`src/pvis_pkg.sv`:
```
package pvis_pkg;

    localparam int LENGTH_BITS  = 28;
    localparam int MAX_BYTES_W  = 27;
    localparam int WINDOW_DEPTH = 22;
    localparam int LANG_CNT_W   = 4;
    localparam int OUT_DATA_W   = 88;

    typedef logic [7:0]                    t_byte;
    typedef logic [WINDOW_DEPTH-1:0][7:0]  t_window;
    typedef logic [LENGTH_BITS-1:0]        t_offset;
    typedef logic [MAX_BYTES_W-1:0]        t_max_bytes;
    typedef logic [1:0]                    t_status;

    localparam t_max_bytes MAX_BYTES_RESET = 27'd104857600;

    localparam t_status STATUS_OK        = 2'd0;
    localparam t_status STATUS_TOO_LARGE = 2'd1;
    localparam t_status STATUS_NO_VERSION = 2'd2;

    localparam t_byte SIG_BYTE0 = 8'hBD;
    localparam t_byte SIG_BYTE1 = 8'h04;
    localparam t_byte SIG_BYTE2 = 8'hEF;
    localparam t_byte SIG_BYTE3 = 8'hFE;

    localparam t_byte MAGIC_M = 8'h4D;
    localparam t_byte MAGIC_Z = 8'h5A;

    localparam logic [31:0] STRUCT_VER_HIGH_MASK = 32'hFFFF0000;

    // "Translation" in UTF-16LE, first byte of the key first.
    localparam t_byte TRANSLATION_KEY [WINDOW_DEPTH] = '{
        8'h54, 8'h00, 8'h72, 8'h00, 8'h61, 8'h00, 8'h6E, 8'h00,
        8'h73, 8'h00, 8'h6C, 8'h00, 8'h61, 8'h00, 8'h74, 8'h00,
        8'h69, 8'h00, 8'h6F, 8'h00, 8'h6E, 8'h00
    };

endpackage

```
`src/pvis_cell.sv`:
```
module pvis_cell (
    input  logic             i_clk,
    input  logic             i_shift,
    input  pvis_pkg::t_byte  i_byte,
    output pvis_pkg::t_byte  o_byte
);
    import pvis_pkg::*;

    t_byte r_byte;

    always_ff @(posedge i_clk) begin
        if (i_shift) begin
            r_byte <= i_byte;
        end
    end

    assign o_byte = r_byte;

endmodule

```
`src/pvis_window.sv`:
```
module pvis_window (
    input  logic              i_clk,
    input  logic              i_shift,
    input  pvis_pkg::t_byte   i_byte,
    output pvis_pkg::t_window o_window
);
    import pvis_pkg::*;

    // Entry k holds the byte k positions before the incoming one.
    t_window w_win;

    assign w_win[0] = i_byte;

    genvar k;
    generate
        for (k = 1; k < WINDOW_DEPTH; k++) begin : g_cell
            pvis_cell u_cell (
                .i_clk   (i_clk),
                .i_shift (i_shift),
                .i_byte  (w_win[k-1]),
                .o_byte  (w_win[k])
            );
        end
    endgenerate

    assign o_window = w_win;

endmodule

```
`src/pe_version_info_scanner.sv`:
```
// The result appears in the output register in the cycle after the
// transfer of the byte marked last.
// Throughput: one byte per cycle; the window row shifts on every scanned byte.
// While a result waits on a stalled receiver, every input byte stalls with it.
// Reset (i_rst_n low, synchronous) clears the scan control state and the
// output valid flag and sets the size limit to 104857600 bytes.
module pe_version_info_scanner (
    input  logic                     i_clk,
    input  logic                     i_rst_n,
    input  logic                     i_cfg_wr_en,
    input  pvis_pkg::t_max_bytes     i_cfg_wr_data,
    input  logic                     s_axis_tvalid,
    output logic                     s_axis_tready,
    input  logic [7:0]               s_axis_tdata,   // byte_value
    input  logic                     s_axis_tlast,   // last_byte
    output logic                     m_axis_tvalid,
    input  logic                     m_axis_tready,
    // status[1:0], major[17:2], minor[33:18], build_number[49:34],
    // revision[65:50], language_id[81:66], zero fill[87:82]
    output logic [87:0]              m_axis_tdata
);
    import pvis_pkg::*;

    t_max_bytes              r_max_bytes;
    t_offset                 r_offset,   n_offset;
    logic                    r_magic,    n_magic;
    logic                    r_vfound,   n_vfound;
    logic [31:0]             r_vhigh,    n_vhigh;
    logic [31:0]             r_vlow,     n_vlow;
    logic                    r_tseen,    n_tseen;
    logic [LANG_CNT_W-1:0]   r_lcnt,     n_lcnt;
    logic                    r_lang_ok,  n_lang_ok;
    logic [15:0]             r_lang_val, n_lang_val;
    logic                    r_out_valid;
    logic [OUT_DATA_W-1:0]   r_out_data, n_out_data;

    logic     w_fire;
    logic     w_scan;
    t_window  w;
    logic     w_sig_hit;
    logic     w_key_hit;
    logic [31:0] w_struct_ver;
    t_status  w_status;

    assign s_axis_tready = !r_out_valid || m_axis_tready;
    assign w_fire        = s_axis_tvalid && s_axis_tready;
    assign w_scan        = w_fire && (r_offset != '1);

    pvis_window u_window (
        .i_clk    (i_clk),
        .i_shift  (w_scan),
        .i_byte   (s_axis_tdata),
        .o_window (w)
    );

    assign w_struct_ver = {w[8], w[9], w[10], w[11]};

    always_comb begin
        w_sig_hit = (r_offset >= t_offset'(15)) && (r_offset[1:0] == 2'b11) &&
                    (w[15] == SIG_BYTE0) && (w[14] == SIG_BYTE1) &&
                    (w[13] == SIG_BYTE2) && (w[12] == SIG_BYTE3);
        w_key_hit = (r_offset >= t_offset'(21)) && r_offset[0];
        for (int j = 0; j < WINDOW_DEPTH; j++) begin
            if (w[WINDOW_DEPTH-1-j] != TRANSLATION_KEY[j]) begin
                w_key_hit = 1'b0;
            end
        end
    end

    always_comb begin
        n_offset   = r_offset;
        n_magic    = r_magic;
        n_vfound   = r_vfound;
        n_vhigh    = r_vhigh;
        n_vlow     = r_vlow;
        n_tseen    = r_tseen;
        n_lcnt     = r_lcnt;
        n_lang_ok  = r_lang_ok;
        n_lang_val = r_lang_val;

        if (w_scan) begin
            n_offset = r_offset + t_offset'(1);
            if ((r_offset == t_offset'(1)) && (w[1] == MAGIC_M) && (w[0] == MAGIC_Z)) begin
                n_magic = 1'b1;
            end
            if (!r_vfound && w_sig_hit &&
                ((w_struct_ver == 32'd0) ||
                 ((w_struct_ver & STRUCT_VER_HIGH_MASK) != 32'd0))) begin
                n_vfound = 1'b1;
                n_vhigh  = {w[4], w[5], w[6], w[7]};
                n_vlow   = {w[0], w[1], w[2], w[3]};
            end
            // The counter runs down to the fourth byte of the language word;
            // the word itself sits three and two steps before that.
            if (r_tseen && (r_lcnt != '0)) begin
                n_lcnt = r_lcnt - LANG_CNT_W'(1);
                if (r_lcnt == LANG_CNT_W'(4)) begin
                    n_lang_val[7:0] = w[0];
                end
                if (r_lcnt == LANG_CNT_W'(3)) begin
                    n_lang_val[15:8] = w[0];
                end
                if (r_lcnt == LANG_CNT_W'(1)) begin
                    n_lang_ok = 1'b1;
                end
            end
            if (!r_tseen && w_key_hit) begin
                n_tseen = 1'b1;
                n_lcnt  = r_offset[1] ? LANG_CNT_W'(8) : LANG_CNT_W'(6);
            end
        end

        if ({1'b0, n_offset} > {2'b00, r_max_bytes}) begin
            w_status = STATUS_TOO_LARGE;
        end else if (!n_magic || !n_vfound) begin
            w_status = STATUS_NO_VERSION;
        end else begin
            w_status = STATUS_OK;
        end

        n_out_data = '0;
        n_out_data[1:0] = w_status;
        if (w_status == STATUS_OK) begin
            n_out_data[17:2]  = n_vhigh[31:16];
            n_out_data[33:18] = n_vhigh[15:0];
            n_out_data[49:34] = n_vlow[31:16];
            n_out_data[65:50] = n_vlow[15:0];
            if (n_tseen && n_lang_ok) begin
                n_out_data[81:66] = n_lang_val;
            end
        end
    end

    always_ff @(posedge i_clk) begin
        if (!i_rst_n) begin
            r_max_bytes <= MAX_BYTES_RESET;
        end else if (i_cfg_wr_en) begin
            r_max_bytes <= i_cfg_wr_data;
        end
    end

    // Control state clears at reset and again after each file's answer.
    always_ff @(posedge i_clk) begin
        if (!i_rst_n || (w_fire && s_axis_tlast)) begin
            r_offset  <= '0;
            r_magic   <= 1'b0;
            r_vfound  <= 1'b0;
            r_tseen   <= 1'b0;
            r_lcnt    <= '0;
            r_lang_ok <= 1'b0;
        end else begin
            r_offset  <= n_offset;
            r_magic   <= n_magic;
            r_vfound  <= n_vfound;
            r_tseen   <= n_tseen;
            r_lcnt    <= n_lcnt;
            r_lang_ok <= n_lang_ok;
        end
    end

    always_ff @(posedge i_clk) begin
        r_vhigh    <= n_vhigh;
        r_vlow     <= n_vlow;
        r_lang_val <= n_lang_val;
    end

    always_ff @(posedge i_clk) begin
        if (!i_rst_n) begin
            r_out_valid <= 1'b0;
        end else if (w_fire && s_axis_tlast) begin
            r_out_valid <= 1'b1;
        end else if (m_axis_tready) begin
            r_out_valid <= 1'b0;
        end
    end

    always_ff @(posedge i_clk) begin
        if (w_fire && s_axis_tlast) begin
            r_out_data <= n_out_data;
        end
    end

    assign m_axis_tvalid = r_out_valid;
    assign m_axis_tdata  = r_out_data;

endmodule

```
`config.mk`:
```
export PLATFORM = sky130hd
export DESIGN_NAME = pe_version_info_scanner
export DESIGN_NICKNAME = d
export VERILOG_FILES = /design/src/pvis_pkg.sv /design/src/pvis_cell.sv /design/src/pvis_window.sv /design/src/pe_version_info_scanner.sv
export SDC_FILE = /design/constraint.sdc
export NUM_CORES = 1
export LEC_CHECK = 0
export ABC_AREA = 1
export BUFFER_PORTS_ARGS = -buffer_cell sky130_fd_sc_hd__buf_2
export CAP_MARGIN = 20
export CELL_PAD_IN_SITES_DETAIL_PLACEMENT = 1
export CELL_PAD_IN_SITES_GLOBAL_PLACEMENT = 2
export CORE_MARGIN = 2
export CORE_UTILIZATION = 35
export DETAILED_ROUTE_END_ITERATION = 7
export PLACE_DENSITY_LB_ADDON = 0.1
export SETUP_SLACK_MARGIN = 0.1
export SLEW_MARGIN = 15
export SYNTH_ARGS = -nofsm -noshare
export SYNTH_HDL_FRONTEND = slang
export SYNTH_SLANG_ARGS = --single-unit
```
`constraint.sdc`:
```
create_clock -name i_clk -period 6.8 [get_ports i_clk]
set_input_delay 2.04 -clock i_clk [delete_from_list [all_inputs] [get_ports i_clk]]
set_output_delay 2.04 -clock i_clk [all_outputs]
set_load 0.05 [all_outputs]
```
# ---- Yosys cells after proc, flatten, opt, wreduce, memory -nomap -nowiden
# Index checks and enable logic that the tools add are counted.
dict set report classes {
  n_addsub 2
  muxes 47
  magnitude_cmp 3
  n_reduce_logical 45
  n_eq_ne 23
}
# op count
set ops {}
lappend ops {{$mux W32} 4}
lappend ops {{$ne A8 B7 Y1 const B} 11}
lappend ops {{$reduce_bool A8 Y1} 11}
lappend ops {{$mux W1} 33}
lappend ops {{$logic_not A32 Y1} 1}
lappend ops {{$mux W16} 2}
lappend ops {{$reduce_bool A32 Y1} 1}
lappend ops {{$add A28 B1 Y28 const B} 1}
lappend ops {{$eq A28 B1 Y1 const B} 1}
lappend ops {{$ge A28 B4 Y1 const B} 1}
lappend ops {{$ge A28 B5 Y1 const B} 1}
lappend ops {{$gt A28 B27 Y1} 1}
lappend ops {{$mux W28} 1}
lappend ops {{$ne A28 B28 Y1 const B} 1}
lappend ops {{$eq A8 B8 Y1 const B} 3}
lappend ops {{$eq A8 B7 Y1 const B} 2}
lappend ops {{$logic_and A1 B1 Y1} 16}
lappend ops {{$mux W8} 2}
lappend ops {{$mux W4} 3}
lappend ops {{$eq A8 B3 Y1 const B} 1}
lappend ops {{$logic_not A1 Y1} 6}
lappend ops {{$eq A4 B1 Y1 const B} 1}
lappend ops {{$eq A4 B2 Y1 const B} 1}
lappend ops {{$eq A4 B3 Y1 const B} 1}
lappend ops {{8 further kinds} 14}
dict set report word_totals {
  out_inout_bits 90
  inputBits 41
  ff_bits 394
  elab_cells 155
}

# ---- Depth between registers and ports, before layout
# Gate-level depths: netlist of the first run.
dict set report logic_depth {
  ltp_word 29
  depth_mapped 32
  ltp_nobuf 30
}

# ---- Cells and area by module
# From an unflattened synthesis of the first run, not the netlist that was laid out.
dict set report hier_totals {
  cells_unflattened 1487
  area_unflattened_um2 15666.3
}
# module instances cells_each area_per_inst_um2 seq_area_each_um2
set by_module_without_submodules {}
lappend by_module_without_submodules {pe_version_info_scanner 1 1311 10561.4 5345.1}
lappend by_module_without_submodules {pvis_cell 21 8 240.2 240.2}
lappend by_module_without_submodules {pvis_window 1 8 60.1 0.0}

# ---- Worst setup path after synthesis of the first run
# No wires, ideal clock.
dict set report synth_timing {
  path_type {input -> register}
  from {in m_axis_tready}
  to {reg r_out_data[16] (netlist: m_axis_tdata[16]), data pin}
  setup_time_ns 0.260
  required_ns 6.540
  slack_ns -0.439
  arrival_ns 6.979
  n_path_buf 3
  path_stages 30
  path_cell_list {inv_1 > nand2_1 > nand2_1 > inv_1 > nand2_4 > inv_2 > buf_6 > buf_2 > nand2_1 > xor2_1 > inv_1 > ha_1 > nand2_1 > inv_1 > nand2_1 > nor2_1 > nand2_1 > nand3_1 > nand2_1 > nand2_1 > nand2_1 > nand2_1 > nand2_1 > nand2_1 > nand2_1 > nand2_1 > nand2_1 > nand3_4 > buf_6 > nor2_2}
}
dict set report synth_via {
  elab_cells_between_ends 14
  classes_between {order compare: 1; mux: 6; reduce/logical: 7}
}
# item line
set synth_lines {}
lappend synth_lines {{start: declaration} pe_version_info_scanner.sv:17} ;# input logic m_axis_tready,
lappend synth_lines {{$logic_or A1 B1 Y1} pe_version_info_scanner.sv:45} ;# assign s_axis_tready = !r_out_valid || m_axis_tready;
lappend synth_lines {{net s_axis_tready} pe_version_info_scanner.sv:13} ;# output logic s_axis_tready,
lappend synth_lines {{$logic_and A1 B1 Y1} pe_version_info_scanner.sv:46} ;# assign w_fire = s_axis_tvalid && s_axis_tready;
lappend synth_lines {{$logic_and A1 B1 Y1} pe_version_info_scanner.sv:47} ;# assign w_scan = w_fire && (r_offset != '1);
lappend synth_lines {{net u_window.g_cell[10].u_cell.i_shift} pvis_cell.sv:3} ;# input logic i_shift,
lappend synth_lines {{$mux W28} pe_version_info_scanner.sv:81} ;# if (w_scan) begin
lappend synth_lines {{net n_offset[7]} pe_version_info_scanner.sv:25} ;# t_offset r_offset, n_offset;
lappend synth_lines {{$gt A28 B27 Y1} pe_version_info_scanner.sv:113} ;# if ({1'b0, n_offset} > {2'b00, r_max_bytes}) begin
lappend synth_lines {{$mux W2} pe_version_info_scanner.sv:113}
lappend synth_lines {{$logic_not A2 Y1} pe_version_info_scanner.sv:123} ;# if (w_status == STATUS_OK) begin
lappend synth_lines {{end signal: assignment} pe_version_info_scanner.sv:179} ;# r_out_data <= n_out_data;
lappend synth_lines {{end: declaration} pe_version_info_scanner.sv:35} ;# logic [OUT_DATA_W-1:0] r_out_data, n_out_data;
# The timed path passes the listed nets, and every way through them passes these cells.
# A chain may end at the register's enable or synchronous reset.

# ---- Worst setup path after layout of the first run
dict set report layout_timing {
  from {in m_axis_tready}
  to {reg r_out_data[60] (netlist: m_axis_tdata[60]), data pin}
}
dict set report layout_via {
  elab_cells_between_ends 14
  classes_between {order compare: 1; mux: 6; reduce/logical: 7}
}
# item line
set layout_lines {}
lappend layout_lines {{$logic_or A1 B1 Y1} pe_version_info_scanner.sv:45}
lappend layout_lines {{$logic_and A1 B1 Y1} pe_version_info_scanner.sv:46}
lappend layout_lines {{$logic_and A1 B1 Y1} pe_version_info_scanner.sv:47}
lappend layout_lines {{$mux W28} pe_version_info_scanner.sv:81}
lappend layout_lines {{net n_offset[18]} pe_version_info_scanner.sv:25}
lappend layout_lines {{$gt A28 B27 Y1} pe_version_info_scanner.sv:113}
lappend layout_lines {{$mux W2} pe_version_info_scanner.sv:113}
lappend layout_lines {{$logic_not A2 Y1} pe_version_info_scanner.sv:123}
# The timed path passes the listed nets, and every way through them passes these cells.

==> qor.csv, run 1 <==
metric,value,unit
yosys.area.top_type,edfxtp_1,
clock-skew-final,0.0190,ns
crit_buf_inv,7,
grt_pass1_vias,10900,
cts_tree,yes,
fin_tns_setup,0,ns
place_inst,2188,
grtUsageMet3,2.88,%
cp_data_arrival_time,5.96,ns
synth-seq-cells,394,
grt_use_met1,21.2,%
yosys_warnings,0,
insertion_delay,0.58,ns
gp_congestion,0.776,
io_buffer_count,124,
vias,10300,
period_needed,5.65,ns
clockBufferDepth,3,
synth-seq-area-share,66.2,%
outcome,"complete, no violations",
cts_max_level,2,
synth_area_per_cell,10.5,µm²
max_stage_delay,0.38,ns
drive_gt1_share,14.8,%
worstPathMaxFanout,38,
hold_path_class,reg -> reg,
dp_hpwl,25300,µm
cts_setup_buffers,0,
synth_area_leaders,"edfxtp_1 48%, dfxtp_1 18%, inv_1 7.0%",
num_antenna_cells,0,
netlist_instances,1496,
slowest_stage,nand3_4,
grt_pass1_wl,59600,µm
crit_top_cell,nand2_1,
stdcell_count,2271,
drc,0,
clk_pin_slew,0.06,ns
powerDensity,293,mW/mm²
io_pins,131,
setup_viol,0,
die_y,216,µm
worstSetupPathType,in -> reg,
rows,77,
drtIter0Drc,538,
tightest_slew,0.893,ns
hold_viol,0,
dieArea,0.0465,mm²
async_flop_share,0,%
cts_buffers,45,
synth-edff-count,250,
ir_drop,0.141,mV
clkSinkCount,394,
rsz0062_at_grt,no,
cts-root-buf,clkbuf_16,
cts_resized,0,
antenna_left,0,
nets,1719,
initial_utilization,35.5,%
endpoint_kind,register,
worstPathRequired,7.11,ns
via_per_inst,4.52,
top_usage_layer,met2,
synth_cell_type_count,41,
core-area,0.0442,mm²
postCtsHoldBufs,0,
max_slew_margin,40.5,%
maxCapViolations,0,
drv_slew,0,
grtUsageTotal,16.2,%
cp_top_family,simple AND/OR/NAND/NOR gates,
mappedNetlistArea,0.0157,mm²
antenna_found_initial,0,
grt_start_max_net_pins,91,
routed_wirelength,36700,µm
gr-total-overflow,0,
syn2layout_area_growth,17.8,%
synth_top_cell_area_share,47.8,%
max_freq,177,MHz
period_share,83.1,%
leakage,7.92,nW
ys.flop_type,edfxtp_1,
post_drt_wl_per_cell,16.2,µm
dr.pass1.iters,4,
chipWidth,216,µm
met2_usage,27.0,%
startpoint_type,primary input,
## through the flow
stage	hold WS, ns	util [%]	setup WS [ns]	total power, mW	cell area (µm²)
2_1_floorplan	0.417	-	0.442	2.90	15700
3_3_place_gp	0.426	38.3	0.627	3.00	16900
3_5_place_dp	0.427	38.3	0.456	3.00	16900
4_1_cts	0.437	41.7	1.06	5.51	18400
5_1_grt	0.455	41.8	0.629	5.62	18500
6_report	0.436	41.8	1.15	5.42	18500
## path summary, 6_finish.rpt
path	from	to	slack (ns)	cells past startpoint
min reg2reg	u_window.g_cell[17].u_cell.o_byte[1]	u_window.g_cell[18].u_cell.o_byte[1]	0.44	0
max reg2reg	r_offset[0]	m_axis_tdata[60]	1.90	30
min	u_window.g_cell[17].u_cell.o_byte[1]	u_window.g_cell[18].u_cell.o_byte[1]	0.44	0
max	m_axis_tready	m_axis_tdata[60]	1.15	29
## synthesized netlist by cell type (2+ instances only)
master and number:
nor3_1 33, buf_6 8, and2_1 4, nand3b_1 7, inv_1 291, o21ai_1 2
o21bai_1 2, nor4_1 15, nor2_2 21, buf_4 13, xor2_1 26, buf_2 11
nand2_2 3, or2_2 11, o21ai_0 111, ha_1 34, a21oi_1 43, dfxtp_1 144
edfxtp_1 250, nor2_1 182, nand2_1 195, nand3_1 39, inv_2 2, nand4_1 24
clkbuf_1 9
## sequential cells by signal, summed over array words and instances (netlist names)
name                           flops
r_vhigh                           32
r_offset                          28
r_max_bytes                       27
r_vfound                           1
r_lang_ok                          1
r_lcnt                             4
m_axis_tdata                      82
r_tseen                            1
r_magic                            1
r_vlow                            32
u_window.g_cell.u_cell.o_byte    168
m_axis_tvalid                      1
r_lang_val                        16
## layout by cell type, fill, tap and decap left out, types with 3 or more instances in the layout
master and n:
inv_1 291, edfxtp_1 250, nand2_1 195, nor2_1 181
dfxtp_1 144, buf_2 124, o21ai_0 111, clkbuf_16 46
a21oi_1 43, nand3_1 38, ha_1 34, nor3_1 33
xor2_1 26, nand4_1 24, nor2_2 21, nor4_1 15
buf_4 12, or2_2 11, clkbuf_1 11, nand3b_1 7
clkinv_2 7, conb_1 6, clkinv_1 6, clkbuf_8 5
bufinv_16 5, and2_1 4, nand2_2 3
## layout make-up
type | count | area, µm²
repair buffers | 139 | 778
inverters | 293 | 1100
clock buffers | 62 | 1260
clock inverters | 20 | 246
well taps | 592 | 741
flip-flops and latches | 394 | 10400
fillers | 4924 | 25700
multi-input cells | 771 | 3950
## worst reg2reg max path, delay by kind of cell (launching register included)
family / cells / cell delay (ns)
buffers and inverters: 5 / 0.63
and+or+nand+nor: 22 / 2.82
xor gates and xnor gates: 1 / 0.20
adders and majority gates: 2 / 0.59
DFF: 1 / 0.40
## metal layers
layer,vias up,wire (µm)
met3,64,1350
met5,-,0
li1,5120,-
met4,0,939
met1,4955,17000
met2,137,17400
## power by group
part	switching, mW	leakage [nW]	internal [mW]
Combinational	0.180	3.58	0.0557
Clock	0.981	0.739	1.49
Sequential	0.0612	3.59	2.65
## cells by family after synthesis
kind of cell | count (synthesis) | share of synthesized area [%]
AND/OR/NAND/NOR | 541 | 15.3
flip-flops | 394 | 66.2
buffers and inverters | 336 | 8.83
AO/OA/AOI/OAI | 163 | 5.37
adder cells (fa/ha/maj) | 34 | 2.71
XOR/XNOR | 27 | 1.51
other | 1 | 0.0239
Power figures use the tool's default switching activity.
==> inputs of run 2 (changes only) <==
--- a/config.mk
+++ b/config.mk
@@ -11,7 +11,7 @@
 export CELL_PAD_IN_SITES_DETAIL_PLACEMENT = 1
 export CELL_PAD_IN_SITES_GLOBAL_PLACEMENT = 2
 export CORE_MARGIN = 2
-export CORE_UTILIZATION = 35
+export CORE_UTILIZATION = 39
 export DETAILED_ROUTE_END_ITERATION = 7
 export PLACE_DENSITY_LB_ADDON = 0.1
 export SETUP_SLACK_MARGIN = 0.1
==> constraint.sdc (replaced) <==
create_clock -name i_clk -period 5.43 [get_ports i_clk]
set_input_delay 1.629 -clock i_clk [delete_from_list [all_inputs] [get_ports i_clk]]
set_output_delay 1.629 -clock i_clk [all_outputs]
set_load 0.05 [all_outputs]
==> run 2 against run 1 <==
  * Global-route usage grew 1.4 points
  * Sequential power is 25% higher
  * Flip-flop and latch count stayed put
  * Clock-buffer cell count rose by 8
  * Die area shrank 10%
  * Combinational power is 24% higher
  * Cell count decreased by 3.1%
  * Register-to-register slack got worse by 0.68 ns
  * Non-clock buffer count increased by 1
  * Hold slack worse by 0.0097 ns
  * Critical endpoint is now m_axis_tdata[15]
==> qor.csv, run 2 (synthesis results as in run 1) <==
metric,value,unit,change
via_per_inst,4.67,,+3.2%
dieArea,0.0419,mm²,-10%
maxCapViolations,0,,unchanged
fin_tns_setup,0,ns,unchanged
rsz0062_at_grt,no,,
p_comb_share,4.5,%,about the same
p_total,6.43,mW,+19%
max_slew_margin,42.5,%,+2.0 points
core-area,0.0397,mm²,-10%
setup_viol,0,,unchanged
cts_buffers,43,,-4.4%
routed_wirelength,35500,µm,-3.3%
post-route-util,45.8,%,+4.0 points
leakage,7.82,nW,-1.2%
post_drt_wl_per_cell,16.1,µm,-0.14%
dp_hpwl,24900,µm,-1.6%
drtIter0Drc,373,,-31%
worstSetupPathType,in -> reg,,
postCtsHoldBufs,0,,unchanged
hold_path_class,reg -> reg,,
period_share,86.0,%,
tightest_slew,0.862,ns,-0.0303 ns
grt_pass1_vias,10600,,-2.8%
grt_pass1_wl,57400,µm,-3.6%
clk_pin_slew,0.06,ns,about the same
stdcell_count,2200,,-3.1%
cts_max_level,2,,unchanged
grt_start_max_net_pins,95,,+4.4%
drive_gt1_share,14.4,%,-0.38 points
drv_slew,0,,unchanged
fillers,4442,,-9.8%
p_sw,1.45,mW,+19%
io_buffer_count,124,,unchanged
initial_utilization,39.5,%,+4.0 points
clockBufferDepth,3,,unchanged
grtUsageTotal,17.6,%,+1.4 points
crit_buf_inv,7,,unchanged
io_pins,131,,unchanged
drc,0,,unchanged
power.internal,4.98,mW,+19%
cp_data_arrival_time,4.96,ns,-1.00 ns
insertion_delay,0.56,ns,-0.02 ns
slowest_stage,ha_1,,
max_stage_delay,0.30,ns,-0.08 ns
chipWidth,205,µm,-5.2%
cts-root-buf,clkbuf_16,,
startpoint_type,primary input,,
vias,10300,,-0.068%
num_antenna_cells,0,,unchanged
cts_tree,yes,,
antenna_left,0,,unchanged
outcome,"complete, no violations",,
cts_setup_buffers,0,,unchanged
endpoint_kind,register,,
clkSinkCount,394,,unchanged
gr-total-overflow,0,,unchanged
place_inst,2123,,-3.0%
pwr-share-clk,42.6,%,-3.0 points
clock-skew-final,0.0185,ns,-0.000418 ns
ir_drop,0.191,mV,+36%
mostFrequentLayoutCell,inv_1,,
die_y,205,µm,-5.2%
worstPathMaxFanout,36,,-5.3%
cts_resized,0,,unchanged
max_freq,214,MHz,
dr.pass1.iters,6,,+2
seqPwrFrac,52.8,%,+2.7 points
hold_viol,0,,unchanged
nets,1718,,-0.058%
period_needed,4.67,ns,
cp_top_family,simple AND/OR/NAND/NOR gates,,
gp_congestion,0.788,,+1.7%
mostFrequentLayoutCells,"291 x inv_1, 250 x edfxtp_1, 195 x nand2_1",,
syn2layout_area_growth,16.0,%,
worstPathRequired,5.72,ns,-1.39 ns
antenna_found_initial,0,,unchanged
largest_register_ffs,168,,unchanged
rows,73,,-5.2%
crit_top_cell,nand2_1,,
powerDensity,353,mW/mm²,+20%
p_sw_share,22.6,%,+0.028 points
-- run 2: cell types whose count changed in the layout (fill, tap and decap cells not counted), sizes merged --
cell / delta
clkbuf: +8
bufinv: -5
clkinv: -8
buf: +1
-- run 2: routing by layer --
metal / up-vias / GRT usage [%] / part of all wire (%)
met5: - / 0 / 0
li1: 5116 / - / -
met3: 55 / 3.44 / 3.7
met1: 4945 / 23.7 / 47
met4: 0 / 4.84 / 2.3
met2: 153 / 29.0 / 47
-- run 2: power by group through the flow --
stage	logic (mW)	registers, mW	clock network [mW]
3_3_place_gp	0.294	3.46	0
6_report	0.292	3.40	2.74
3_5_place_dp	0.299	3.46	0
5_1_grt	0.327	3.41	2.95
4_1_cts	0.300	3.40	2.84
2_1_floorplan	0.137	3.50	0
-- run 2: worst paths after layout --
kind / startpoint / to / slack (ns) / depth (start not counted)
worst max-delay path: m_axis_tready / m_axis_tdata[15] / 0.76 / 29
worst min register to register: u_window.g_cell[19].u_cell.o_byte[7] / u_window.g_cell[20].u_cell.o_byte[7] / 0.43 / 0
worst min-delay path: u_window.g_cell[19].u_cell.o_byte[7] / u_window.g_cell[20].u_cell.o_byte[7] / 0.43 / 0
worst max register to register: r_offset[0] / m_axis_tdata[15] / 1.22 / 30
-- run 2: cell type report --
type | count | area, µm² | area share, %
inverters | 293 | 1100 | 6.07
repair buffers | 140 | 790 | 4.34
clock inverters | 7 | 36.3 | 0.199
multi-input cells | 771 | 3950 | 21.7
well taps | 525 | 657 | 3.61
clock buffers | 70 | 1270 | 6.96
flip-flops and latches | 394 | 10400 | 57.1
-- run 2: metrics by stage --
step	hold WS, ns	instance area [µm²]	worst slack, ns
finish	0.426	18200	0.763
global route	0.432	18200	0.222
CTS	0.430	18200	0.672
detailed placement	0.426	16900	0.0925
global placement	0.422	16900	0.278
floorplan	0.417	15700	0.180
-- run 2: worst reg2reg max path: cells and delay by family, from the launching register on --
family                   cells  cell delay, ns
AND/OR/NAND/NOR             22            2.22
adder cells (fa/ha/maj)      2            0.59
buffers and inverters        5            0.55
flip-flops                   1            0.39
XOR/XNOR                     1            0.19
